===== src/hw/rtl/bvm_pkg.sv =====
// ----------------------------------------------------------------------------
// bvm_pkg
// shared types and constants of the byte-coded register machine execute unit
// ----------------------------------------------------------------------------
package bvm_pkg;

  localparam logic [7:0] OP_ADD    = 8'h01;
  localparam logic [7:0] OP_SUB    = 8'h02;
  localparam logic [7:0] OP_MUL    = 8'h03;
  localparam logic [7:0] OP_MULCP  = 8'h04;
  localparam logic [7:0] OP_DIVCP  = 8'h05;
  localparam logic [7:0] OP_ADD2   = 8'h06;
  localparam logic [7:0] OP_LDI16  = 8'h07;
  localparam logic [7:0] OP_LDI32  = 8'h08;
  localparam logic [7:0] OP_SYSCALL = 8'h20;
  localparam logic [7:0] OP_HALT   = 8'h7F;

  localparam int PTR_REG      = 8'h12;
  localparam int SYS_CODE_REG = 8'h07;
  localparam int SYS_ARG_REG  = 8'h08;
  localparam int SYS_CHAR_REG = 8'h09;

  localparam logic [16:0] MEM_RESET = 17'd4096;

  localparam logic [2:0] ST_OK      = 3'd0;
  localparam logic [2:0] ST_BAD_SYS = 3'd1;
  localparam logic [2:0] ST_MEM_END = 3'd2;
  localparam logic [2:0] ST_BAD_REG = 3'd3;
  localparam logic [2:0] ST_DIV0    = 3'd4;

  // datapath register-read selects
  typedef enum logic [2:0] {
    RS_PTR, RS_A, RS_B, RS_CODE, RS_ARG, RS_CHAR
  } rsel_t;

  typedef enum logic [3:0] {
    S_IDLE, S_RD_PTR, S_CHK, S_RD_A, S_RD_B, S_EXEC, S_DIV, S_WR_A, S_WR_C,
    S_SYS_ARG, S_SYS_CHAR, S_SYS_DONE, S_WR_PTR, S_OUT
  } state_t;

  // controller to datapath
  typedef struct packed {
    logic  load_in;     // capture the instruction
    logic  rd_en;
    rsel_t rd_sel;
    logic  cap_ptr;
    logic  cap_a;
    logic  cap_b;
    logic  cap_code;
    logic  cap_arg;
    logic  cap_char;
    logic  calc;        // compute result of add/sub/mul/load
    logic  div_start;
    logic  wr_a;
    logic  wr_c;
    logic  wr_ptr;
  } cmd_t;

  // datapath to controller
  typedef struct packed {
    logic mem_end;
    logic idx_bad;
    logic div_zero;
    logic div_done;
    logic code_zero;
    logic code_one;
  } stat_t;

endpackage


===== src/hw/rtl/bvm_div.sv =====
// ----------------------------------------------------------------------------
// bvm_div
// signed 32-bit truncating divider, one quotient bit per cycle
// ----------------------------------------------------------------------------
module bvm_div (
  input  logic        clk,
  input  logic        rst_n,
  input  logic        start,
  input  logic [31:0] num,
  input  logic [31:0] den,
  output logic        done,
  output logic [31:0] quo
);
  logic [31:0] rem_r, rem_nxt, q_r, q_nxt, d_r, d_nxt;
  logic [5:0]  cnt_r, cnt_nxt;
  logic        busy_r, busy_nxt, neg_r, neg_nxt, done_r, done_nxt;
  logic [32:0] trial;

  always_comb begin
    rem_nxt  = rem_r;
    q_nxt    = q_r;
    d_nxt    = d_r;
    cnt_nxt  = cnt_r;
    busy_nxt = busy_r;
    neg_nxt  = neg_r;
    done_nxt = 1'b0;
    trial    = {rem_r, q_r[31]} - {1'b0, d_r};
    if (start) begin
      rem_nxt  = '0;
      q_nxt    = num[31] ? (32'd0 - num) : num;
      d_nxt    = den[31] ? (32'd0 - den) : den;
      neg_nxt  = num[31] ^ den[31];
      cnt_nxt  = 6'd32;
      busy_nxt = 1'b1;
    end else if (busy_r) begin
      if (!trial[32]) begin
        rem_nxt = trial[31:0];
        q_nxt   = {q_r[30:0], 1'b1};
      end else begin
        rem_nxt = {rem_r[30:0], q_r[31]};
        q_nxt   = {q_r[30:0], 1'b0};
      end
      cnt_nxt = cnt_r - 6'd1;
      if (cnt_r == 6'd1) begin
        busy_nxt = 1'b0;
        done_nxt = 1'b1;
      end
    end
  end

  always_ff @(posedge clk) begin
    if (!rst_n) begin
      busy_r <= 1'b0;
      done_r <= 1'b0;
      cnt_r  <= '0;
    end else begin
      busy_r <= busy_nxt;
      done_r <= done_nxt;
      cnt_r  <= cnt_nxt;
    end
    rem_r <= rem_nxt;
    q_r   <= q_nxt;
    d_r   <= d_nxt;
    neg_r <= neg_nxt;
  end

  assign done = done_r;
  assign quo  = neg_r ? (32'd0 - q_r) : q_r;
endmodule


===== src/hw/rtl/bvm_datapath.sv =====
// ----------------------------------------------------------------------------
// bvm_datapath
// register file, operand registers, alu and divider of the execute unit
// ----------------------------------------------------------------------------
module bvm_datapath #(
  parameter int REG_COUNT = 48
) (
  input  logic               clk,
  input  logic               rst_n,
  input  bvm_pkg::cmd_t      cmd,
  output bvm_pkg::stat_t     stat,
  input  logic [7:0]         in_op,
  input  logic signed [7:0]  in_b1,
  input  logic signed [7:0]  in_b2,
  input  logic signed [7:0]  in_b3,
  input  logic signed [7:0]  in_b4,
  input  logic signed [7:0]  in_b5,
  input  logic [16:0]        mem_limit,
  input  logic [2:0]         adv,
  output logic [31:0]        ptr,
  output logic [7:0]         op,
  output logic [31:0]        arg,
  output logic [7:0]         chr
);
  import bvm_pkg::*;
  localparam int IW = $clog2(REG_COUNT);

  logic [31:0] rf [REG_COUNT];
  logic [REG_COUNT-1:0] vld_r;
  logic        rvld_r;
  logic [31:0] rdata;
  logic [7:0]  op_r, b1_r, b2_r, b3_r, b4_r, b5_r;
  logic [31:0] rdata_r, ptr_r, va_r, vb_r, code_r, arg_r, res_r;
  logic [7:0]  chr_r;
  logic [IW-1:0] rd_idx, wr_idx;
  logic          wr_en;
  logic [31:0]   wr_data;
  logic [31:0]   prod;
  logic          dv_done;
  logic [31:0]   dv_q;
  logic          ok_a, ok_b, ok_c, bad;

  function automatic logic idx_ok(input logic [7:0] i);
    return !i[7] && ({24'd0, i} < 32'(REG_COUNT));
  endfunction

  assign ok_a = idx_ok(b1_r);
  assign ok_b = idx_ok(b2_r);
  assign ok_c = idx_ok(b3_r);

  always_comb begin
    case (op_r)
      OP_ADD, OP_SUB, OP_MUL, OP_ADD2: bad = !ok_a || !ok_b;
      OP_MULCP, OP_DIVCP:               bad = !ok_a || !ok_b || !ok_c;
      OP_LDI16, OP_LDI32:               bad = !ok_a;
      default:                          bad = 1'b0;
    endcase
  end

  always_comb begin
    case (cmd.rd_sel)
      RS_PTR:  rd_idx = IW'(PTR_REG);
      RS_A:    rd_idx = b1_r[IW-1:0];
      RS_B:    rd_idx = b2_r[IW-1:0];
      RS_CODE: rd_idx = IW'(SYS_CODE_REG);
      RS_ARG:  rd_idx = IW'(SYS_ARG_REG);
      RS_CHAR: rd_idx = IW'(SYS_CHAR_REG);
      default: rd_idx = IW'(PTR_REG);
    endcase
  end

  assign prod = va_r * vb_r;

  always_comb begin
    wr_en   = cmd.wr_a || cmd.wr_c || cmd.wr_ptr;
    wr_idx  = b1_r[IW-1:0];
    wr_data = res_r;
    if (cmd.wr_c) wr_idx = b3_r[IW-1:0];
    if (cmd.wr_ptr) begin
      wr_idx  = IW'(PTR_REG);
      wr_data = ptr_r + {29'd0, adv};
    end
  end

  // register file: one write and one registered read per cycle
  always_ff @(posedge clk) begin
    if (wr_en) rf[wr_idx] <= wr_data;
    if (cmd.rd_en) rdata_r <= rf[rd_idx];
  end

  // written flags: an entry not written since reset reads as zero
  always_ff @(posedge clk) begin
    if (!rst_n) begin
      vld_r  <= '0;
      rvld_r <= 1'b0;
    end else begin
      if (wr_en) vld_r[wr_idx] <= 1'b1;
      if (cmd.rd_en) rvld_r <= vld_r[rd_idx];
    end
  end

  assign rdata = rvld_r ? rdata_r : 32'd0;

  always_ff @(posedge clk) begin
    if (cmd.load_in) begin
      op_r <= in_op;
      b1_r <= in_b1;
      b2_r <= in_b2;
      b3_r <= in_b3;
      b4_r <= in_b4;
      b5_r <= in_b5;
    end
    if (cmd.cap_ptr)  ptr_r  <= rdata;
    if (cmd.cap_a)    va_r   <= rdata;
    if (cmd.cap_b)    vb_r   <= rdata;
    if (cmd.cap_code) code_r <= rdata;
    if (cmd.cap_arg)  arg_r  <= rdata;
    if (cmd.cap_char) chr_r  <= rdata[7:0];
    // advanced pointer kept alongside the register file copy
    if (cmd.wr_ptr) ptr_r <= wr_data;
    if (cmd.calc) begin
      case (op_r)
        OP_SUB:            res_r <= va_r - vb_r;
        OP_MUL, OP_MULCP:  res_r <= prod;
        OP_LDI16:          res_r <= {{16{b2_r[7]}}, b2_r, 8'd0} + {{24{b3_r[7]}}, b3_r};
        OP_LDI32:          res_r <= {b2_r, 24'd0} + {{8{b3_r[7]}}, b3_r, 16'd0}
                                  + {{16{b4_r[7]}}, b4_r, 8'd0} + {{24{b5_r[7]}}, b5_r};
        default:           res_r <= va_r + vb_r;
      endcase
    end
    if (dv_done) res_r <= dv_q;
    // pointer write picks up a register write into the pointer itself
    if (cmd.wr_a && !cmd.wr_ptr && b1_r[IW-1:0] == IW'(PTR_REG)) ptr_r <= res_r;
    if (cmd.wr_c && b3_r[IW-1:0] == IW'(PTR_REG)) ptr_r <= res_r;
  end

  bvm_div u_div (
    .clk   (clk),
    .rst_n (rst_n),
    .start (cmd.div_start),
    .num   (va_r),
    .den   (vb_r),
    .done  (dv_done),
    .quo   (dv_q)
  );

  assign stat.mem_end   = ptr_r[31] || (ptr_r >= {15'd0, mem_limit});
  assign stat.idx_bad   = bad;
  assign stat.div_zero  = (vb_r == 32'd0);
  assign stat.div_done  = dv_done;
  assign stat.code_zero = (code_r == 32'd0);
  assign stat.code_one  = (code_r == 32'd1);

  assign ptr = ptr_r;
  assign op  = op_r;
  assign arg = arg_r;
  assign chr = chr_r;
endmodule


===== src/hw/rtl/bvm_ctrl.sv =====
// ----------------------------------------------------------------------------
// bvm_ctrl
// sequencer of the execute unit: reads, checks, executes, writes, reports
// ----------------------------------------------------------------------------
module bvm_ctrl (
  input  logic               clk,
  input  logic               rst_n,
  input  logic               in_valid,
  output logic               in_stall,
  output logic               out_valid,
  input  logic               out_stall,
  input  logic               cfg_valid,
  output logic               cfg_ready,
  output bvm_pkg::cmd_t      cmd,
  input  bvm_pkg::stat_t     stat,
  input  logic [7:0]         op,
  input  logic [31:0]        arg,
  output logic [2:0]         adv,
  output logic               ch_valid,
  output logic               ch_stream,
  output logic               halted,
  output logic [31:0]        exit_code,
  output logic [2:0]         status
);
  import bvm_pkg::*;

  state_t      state_r, state_nxt;
  logic        stop_r, stop_nxt, chv_r, chv_nxt, chs_r, chs_nxt, ov_r, ov_nxt;
  logic [31:0] hcode_r, hcode_nxt;
  logic [2:0]  hst_r, hst_nxt, st_r, st_nxt;

  always_ff @(posedge clk) begin
    if (!rst_n) begin
      state_r <= S_IDLE;
      stop_r  <= 1'b0;
      hcode_r <= '0;
      hst_r   <= ST_OK;
      st_r    <= ST_OK;
      chv_r   <= 1'b0;
      chs_r   <= 1'b0;
      ov_r    <= 1'b0;
    end else begin
      state_r <= state_nxt;
      stop_r  <= stop_nxt;
      hcode_r <= hcode_nxt;
      hst_r   <= hst_nxt;
      st_r    <= st_nxt;
      chv_r   <= chv_nxt;
      chs_r   <= chs_nxt;
      ov_r    <= ov_nxt;
    end
  end

  always_comb begin
    case (op)
      OP_ADD, OP_SUB, OP_MUL, OP_ADD2: adv = 3'd3;
      OP_MULCP, OP_DIVCP, OP_LDI16:    adv = 3'd4;
      OP_LDI32:                        adv = 3'd6;
      default:                         adv = 3'd1;
    endcase
  end

  always_comb begin
    state_nxt = state_r;
    stop_nxt  = stop_r;
    hcode_nxt = hcode_r;
    hst_nxt   = hst_r;
    st_nxt    = st_r;
    chv_nxt   = chv_r;
    chs_nxt   = chs_r;
    ov_nxt    = ov_r;
    cmd       = '0;
    cmd.rd_sel = RS_PTR;
    in_stall  = 1'b1;
    case (state_r)
      S_IDLE: begin
        in_stall = 1'b0;
        if (in_valid) begin
          cmd.load_in = 1'b1;
          st_nxt  = ST_OK;
          chv_nxt = 1'b0;
          chs_nxt = 1'b0;
          cmd.rd_en = 1'b1;
          state_nxt = stop_r ? S_WR_PTR : S_RD_PTR;
          if (stop_r) state_nxt = S_OUT;
          if (stop_r) ov_nxt = 1'b1;
        end
      end
      S_RD_PTR: begin
        cmd.cap_ptr = 1'b1;
        cmd.rd_en = 1'b1;
        cmd.rd_sel = RS_A;
        state_nxt = S_CHK;
      end
      S_CHK: begin
        cmd.cap_a = 1'b1;
        cmd.rd_en = 1'b1;
        cmd.rd_sel = (op == OP_SYSCALL) ? RS_CODE : RS_B;
        if (stat.mem_end) begin
          stop_nxt = 1'b1; hcode_nxt = 32'd4; hst_nxt = ST_MEM_END;
          ov_nxt = 1'b1; state_nxt = S_OUT;
        end else if (op == OP_HALT) begin
          stop_nxt = 1'b1; hcode_nxt = '0; hst_nxt = ST_OK;
          ov_nxt = 1'b1; state_nxt = S_OUT;
        end else if (stat.idx_bad) begin
          st_nxt = ST_BAD_REG; state_nxt = S_WR_PTR;
        end else if (op == OP_SYSCALL || adv != 3'd1) begin
          state_nxt = S_RD_B;
        end else begin
          state_nxt = S_WR_PTR;
        end
      end
      S_RD_B: begin
        if (op == OP_SYSCALL) begin
          cmd.cap_code = 1'b1;
          cmd.rd_en = 1'b1;
          cmd.rd_sel = RS_ARG;
          state_nxt = S_SYS_ARG;
        end else begin
          cmd.cap_b = 1'b1;
          state_nxt = S_EXEC;
        end
      end
      S_EXEC: begin
        if (op == OP_DIVCP) begin
          if (stat.div_zero) begin
            st_nxt = ST_DIV0; state_nxt = S_WR_PTR;
          end else begin
            cmd.div_start = 1'b1; state_nxt = S_DIV;
          end
        end else begin
          cmd.calc = 1'b1; state_nxt = S_WR_A;
        end
      end
      S_DIV: if (stat.div_done) state_nxt = S_WR_A;
      S_WR_A: begin
        cmd.wr_a = 1'b1;
        state_nxt = (op == OP_MULCP || op == OP_DIVCP) ? S_WR_C : S_WR_PTR;
      end
      S_WR_C: begin
        cmd.wr_c = 1'b1;
        state_nxt = S_WR_PTR;
      end
      S_SYS_ARG: begin
        cmd.cap_arg = 1'b1;
        cmd.rd_en = 1'b1;
        cmd.rd_sel = RS_CHAR;
        state_nxt = S_SYS_CHAR;
      end
      S_SYS_CHAR: begin
        cmd.cap_char = 1'b1;
        state_nxt = S_SYS_DONE;
      end
      S_SYS_DONE: begin
        if (stat.code_zero) begin
          stop_nxt = 1'b1; hcode_nxt = arg; hst_nxt = ST_OK;
          ov_nxt = 1'b1; state_nxt = S_OUT;
        end else begin
          if (stat.code_one) begin
            if (arg == 32'd1 || arg == 32'd2) begin
              chv_nxt = 1'b1;
              chs_nxt = (arg == 32'd2);
            end
          end else begin
            st_nxt = ST_BAD_SYS;
          end
          state_nxt = S_WR_PTR;
        end
      end
      S_WR_PTR: begin
        cmd.wr_ptr = 1'b1;
        cmd.cap_ptr = 1'b0;
        ov_nxt = 1'b1;
        state_nxt = S_OUT;
      end
      S_OUT: begin
        if (!out_stall) begin
          ov_nxt = 1'b0;
          state_nxt = S_IDLE;
        end
      end
      default: state_nxt = S_IDLE;
    endcase
  end

  assign out_valid = ov_r;
  assign cfg_ready = (state_r == S_IDLE);
  assign ch_valid  = chv_r;
  assign ch_stream = chs_r;
  assign halted    = stop_r;
  assign exit_code = stop_r ? hcode_r : 32'd0;
  assign status    = stop_r ? hst_r : st_r;

  // a result is only offered while waiting in the report state
  assert property (@(posedge clk) disable iff (!rst_n) ov_r |-> state_r == S_OUT)
    else $error("result valid outside report state");
  // once stopped the machine stays stopped
  assert property (@(posedge clk) disable iff (!rst_n) $past(stop_r) |-> stop_r)
    else $error("stopped flag fell");
  // no character alongside a halt
  assert property (@(posedge clk) disable iff (!rst_n) ov_r && stop_r |-> !chv_r)
    else $error("character emitted while halted");
  // configuration only in idle
  assert property (@(posedge clk) disable iff (!rst_n) cfg_valid && cfg_ready |-> in_stall == 1'b0)
    else $error("configuration outside idle");
endmodule


===== src/hw/rtl/bytecode_register_vm_execute.sv =====
// ----------------------------------------------------------------------------
// bytecode_register_vm_execute
// execute unit of a small byte-coded register machine
// ----------------------------------------------------------------------------
// One instruction beat in, one result beat out. Each instruction walks a
// sequencer around a register file (one write and one registered read per
// cycle): pointer and operand reads, execute, target write, pointer write,
// report. A multiply-with-copy also writes the copy, a divide first waits on
// the one-bit-per-cycle divider, and a system call reads code, argument and
// character. A divide by zero, bad index or unknown opcode skip to the pointer
// write; a halt, memory end or any step once halted skip to the report. A new
// instruction is taken only once the result beat is accepted. The register
// file and the pointer are held here; fetch is done by the caller using
// next_pointer. A written flag per register makes entries not written since
// reset read as zero, so the file itself needs no clearing.
// ----------------------------------------------------------------------------
module bytecode_register_vm_execute #(
  parameter int REG_COUNT = 48
) (
  input  logic              clk,
  input  logic              rst_n,
  input  logic              in_valid,
  output logic              in_stall,
  input  logic [7:0]        in_operation,
  input  logic signed [7:0] in_byte_one,
  input  logic signed [7:0] in_byte_two,
  input  logic signed [7:0] in_byte_three,
  input  logic signed [7:0] in_byte_four,
  input  logic signed [7:0] in_byte_five,
  output logic              out_valid,
  input  logic              out_stall,
  output logic signed [31:0] out_next_pointer,
  output logic              out_char_valid,
  output logic              out_char_stream,
  output logic [7:0]        out_char_value,
  output logic              out_halted,
  output logic signed [31:0] out_exit_code,
  output logic [2:0]        out_status,
  input  logic              cfg_valid,
  output logic              cfg_ready,
  input  logic [16:0]       cfg_mem_limit
);
  import bvm_pkg::*;

  cmd_t        cmd;
  stat_t       stat;
  logic [16:0] lim_r;
  logic [2:0]  adv;
  logic [31:0] ptr, arg;
  logic [7:0]  op, chr;
  logic        chv;

  // memory limit register
  always_ff @(posedge clk) begin
    if (!rst_n) lim_r <= MEM_RESET;
    else if (cfg_valid && cfg_ready) lim_r <= cfg_mem_limit;
  end

  bvm_datapath #(.REG_COUNT(REG_COUNT)) u_dp (
    .clk       (clk),
    .rst_n     (rst_n),
    .cmd       (cmd),
    .stat      (stat),
    .in_op     (in_operation),
    .in_b1     (in_byte_one),
    .in_b2     (in_byte_two),
    .in_b3     (in_byte_three),
    .in_b4     (in_byte_four),
    .in_b5     (in_byte_five),
    .mem_limit (lim_r),
    .adv       (adv),
    .ptr       (ptr),
    .op        (op),
    .arg       (arg),
    .chr       (chr)
  );

  bvm_ctrl u_ctrl (
    .clk       (clk),
    .rst_n     (rst_n),
    .in_valid  (in_valid),
    .in_stall  (in_stall),
    .out_valid (out_valid),
    .out_stall (out_stall),
    .cfg_valid (cfg_valid),
    .cfg_ready (cfg_ready),
    .cmd       (cmd),
    .stat      (stat),
    .op        (op),
    .arg       (arg),
    .adv       (adv),
    .ch_valid  (chv),
    .ch_stream (out_char_stream),
    .halted    (out_halted),
    .exit_code (out_exit_code),
    .status    (out_status)
  );

  assign out_next_pointer = ptr;
  assign out_char_valid   = chv;
  assign out_char_value   = chv ? chr : 8'd0;
endmodule

===== config.mk =====
export PLATFORM = sky130hd
export DESIGN_NAME = bytecode_register_vm_execute
export DESIGN_NICKNAME = d
export VERILOG_FILES = /design/src/hw/rtl/bvm_pkg.sv /design/src/hw/rtl/bvm_div.sv /design/src/hw/rtl/bvm_datapath.sv /design/src/hw/rtl/bvm_ctrl.sv /design/src/hw/rtl/bytecode_register_vm_execute.sv
export SDC_FILE = /design/constraint.sdc
export NUM_CORES = 2
export LEC_CHECK = 0
export BUFFER_PORTS_ARGS = -buffer_cell sky130_fd_sc_hd__buf_2
export CAP_MARGIN = 0
export CORE_MARGIN = 5
export CORE_UTILIZATION = 60
export CTS_CLUSTER_DIAMETER = 150
export CTS_CLUSTER_SIZE = 25
export DETAILED_ROUTE_END_ITERATION = 8
export GPL_TIMING_DRIVEN = 0
export MAX_ROUTING_LAYER = met4
export PLACE_DENSITY = 0.76
export SLEW_MARGIN = 20
export SYNTH_ARGS = -nofsm -noshare
export SYNTH_HDL_FRONTEND = slang
export SYNTH_SLANG_ARGS = --single-unit

===== constraint.sdc =====
create_clock -name clk -period 21.9 [get_ports clk]
set_input_delay 3.285 -clock clk [delete_from_list [all_inputs] [get_ports clk]]
set_output_delay 3.285 -clock clk [all_outputs]
set_load 0.01 [all_outputs]

==> reports/qor.yml <==
ys_ff_latch: 2034
r2r_cells: 27
first_pass_iters: 6
fin_tns_setup_ps: 0
synth_nets: 10100
synth_compound_area_share_pct: 8.16
htreeDepth: 3
cts_root_buf: "clkbuf_16"
r2r_start: "u_dp.va_r[7]"
clock_latency_ps: 800
layout-drive-gt1-share_pct: 6.17
die_w_um: 429
placed_cells: 11900
yosys-top-cells-area: "edfxtp_1 54%, fa_1 8.2%, nand2_1 7.5%"
rsz0062_at_grt: "false"
cts_tree: "built"
slew_viol_final: 0
place.gp.congestion: 1.08
cp-endpoint: "u_dp.res_r[31]"
finalHoldViolCount: 0
slowest_delay_ps: 840
route.detailed.drc: 0
ys_warn_count: 0
nNetsFinal: 10400
coreArea_um2: 174000
fmax_ghz: 0.101
cp_max_fo: 10
synth-async-reset-ratio_pct: 0
dpl.hpwl_um: 284000
critPathArrivalTime_ps: 10420
grt_max_degree: 49
wirelength_um: 374000
start_util_pct: 60.4
io-pin-count: 151
synthMuxAreaShare_pct: 0.320
maxCapViolCount: 0
layout_min_cycle_time_ps: 9910
cts_resized: 0
syn_inst: 9298
nFillCells: 13000
path_buf_inv: 7
r2r_end: "u_dp.res_r[31]"
drt_iter0_markers: 9687
clockBufferDepth: 3
period_share_pct: 45.3
synth_edf_count: 1881
crit_path_top_delay_cell: "buf_1"
cts_buffers: 92
synth_area_um2: 105000
worst_slack_ps: 11990
clk_pin_slew_ps: 110
layout_common_cells: "2,106 x nand2_1, 1,881 x edfxtp_1, 534 x nand3_1, 517 x clkbuf_1, 485 x inv_1"
grt_pass1_wl_um: 528000
post_drt_wl_per_cell_um: 31.0
final_cells: 12100
rrSetupSlack_ps: 11990
whs_ps: 457
numClockSinks: 2034
outcome: "finished clean"
yosysTopAreaCellShare_pct: 53.7
area_growth_pct: 9.13
grt_pass1_vias: 75200
synth_cell_types: 85
die-area_um2: 184000
worst_path_most_repeated_cell: "fa_1"
clock_skew_ps: 39.4
synth_ff_type: "edfxtp_1"
multi_input_area_um2: 42200
hp-class: "reg -> reg"
ant_nets: 0
syn_area_per_cell_um2: 11.3
routed-via-count: 77900
io_buffers: 149
maxSlewHeadroom_pct: 6.08
crit_family: "adder cells"
setup_viol: 0
cp-start-kind: "register"
synth-simple-area-share_pct: 17.1
num_rows: 153
startpoint: "u_dp.va_r[7]"
worstSetupPathType: "reg -> reg"
path_depth: 27
drt-vias-per-instance: 6.46
synthAdderAreaFrac_pct: 11.3
synth_xor_xnor_area_share_pct: 2.47
ff_latch_area_um2: 59500
dieHeight_um: 429
grt_util_all_layers_pct: 41.2
antenna_found_initial: 22
seq_area_frac_synth_pct: 56.6
grt-ovfl-total: 0
post_cts_buffers: 0
hold_buffers: 0
yosys.area.top_type: "edfxtp_1"
max_slew.worst_pin.slew_ps: 1400
post-place-ws_ps: 12070
critPathRequiredTime_ps: 22400
final_common_cell: "nand2_1"
cp-end-kind: "register"
synth_top_family_by_area: "simple AND/OR/NAND/NOR gates"
==> layout make-up <==
| cell class | instances | share of cell area (%) |
|---|---|---|
| flip-flops and latches | 2034 | 51.9 |
| inverters | 488 | 1.60 |
| plain buffers | 596 | 2.04 |
| repair buffers | 274 | 2.75 |
| clock inverters | 9 | 0.134 |
| diodes | 19 | 0.0414 |
| clock buffers | 144 | 2.18 |
| multi-input cells | 6180 | 36.8 |
| well taps | 2325 | 2.54 |
==> cells in the mapped netlist (all sizes together) (30+ instances only) <==
cell    instances
nand3         534
a311oi        227
nand2        2109
nor4           70
and3          272
a21o           74
or3            34
nand2b         30
and2          386
buf           126
nor3           85
o31ai          39
a21oi         283
inv           488
fa            428
o21ai         172
a211oi         36
edfxtp       1881
ha            265
a31oi          54
clkbuf        470
dfxtp         153
xnor2         149
nor2          314
a211o          38
o21a           37
a311o          70
xor2          147
==> routing by layer <==
layer	vias up	wire (um)	track usage [%]
met2	4853	174000	63.4
met4	0	40700	34.8
li1	33500	-	-
met1	38400	127000	48.1
met5	-	0	-
met3	1284	33500	5.67
==> logic make-up (layout without fill, tap and decap cells) <==
| logic type | Yosys count | in the layout |
|---|---|---|
| and+or+nand+nor | 3957 | 3957 |
| buffers and inverters | 1084 | 1511 |
| other | 0 | 19 |
| adders and majority gates | 693 | 693 |
| muxes | 27 | 27 |
| DFF | 2034 | 2034 |
| xor gates and xnor gates | 296 | 296 |
| AOI/OAI and AO/OA | 1207 | 1207 |
==> how the worst min path moves through the flow <==
stage / from / endpoint / slack [ps] / depth (start not counted)
3_5_place_dp: u_ctrl.hcode_r[29] / u_ctrl.hcode_r[29] / 440 / 2
4_1_cts: u_ctrl.hcode_r[29] / u_ctrl.hcode_r[29] / 460 / 2
2_1_floorplan: u_ctrl.hcode_r[17] / u_ctrl.hcode_r[17] / 430 / 2
5_1_grt: u_ctrl.hcode_r[30] / u_ctrl.hcode_r[30] / 470 / 2
3_3_place_gp: u_ctrl.hcode_r[23] / u_ctrl.hcode_r[23] / 440 / 2
6_report: u_ctrl.hcode_r[10] / u_ctrl.hcode_r[10] / 460 / 2
==> flip-flops by register name, indices dropped and copies added (netlist names), 17 cells and up, named ones only <==
name / count
u_dp.code_r: 32
u_dp.vb_r: 32
u_dp.rdata_r: 32
lim_r: 17
u_dp.ptr: 32
u_dp.vld_r: 48
u_dp.rf: 1536
u_dp.arg: 32
u_dp.va_r: 32
u_dp.u_div.q_r: 32
u_dp.u_div.d_r: 32
u_dp.res_r: 32
u_dp.u_div.rem_r: 32
u_ctrl.hcode_r: 32
==> stage by stage <==
step	utilization (%)	cell area [um2]
2_1_floorplan	-	105000
3_3_place_gp	62.5	109000
3_5_place_dp	64.4	112000
4_1_cts	65.9	115000
5_1_grt	65.9	115000
6_report	65.9	115000
==> worst reg2reg max path, stage by stage (launching register included) <==
cell and delay (ps):
edfxtp_1 490, clkbuf_1 780, buf_1 840, nand2_1 190, fa_1 410, inv_1 80, fa_1 440, fa_1 530
inv_1 50, fa_1 490, inv_1 60, fa_1 500, inv_1 60, fa_1 530, inv_1 50, fa_1 490
fa_1 420, ha_1 400, nand4_1 210, a2111o_1 440, a211o_1 310, a21o_1 200, a21oi_1 220, o21a_1 190
o21a_1 140, nor3_1 60, o31a_1 400, a32oi_1 640
Power is not shown: default switching activity piles up to over one toggle a cycle in this logic, so the estimate is an artifact.
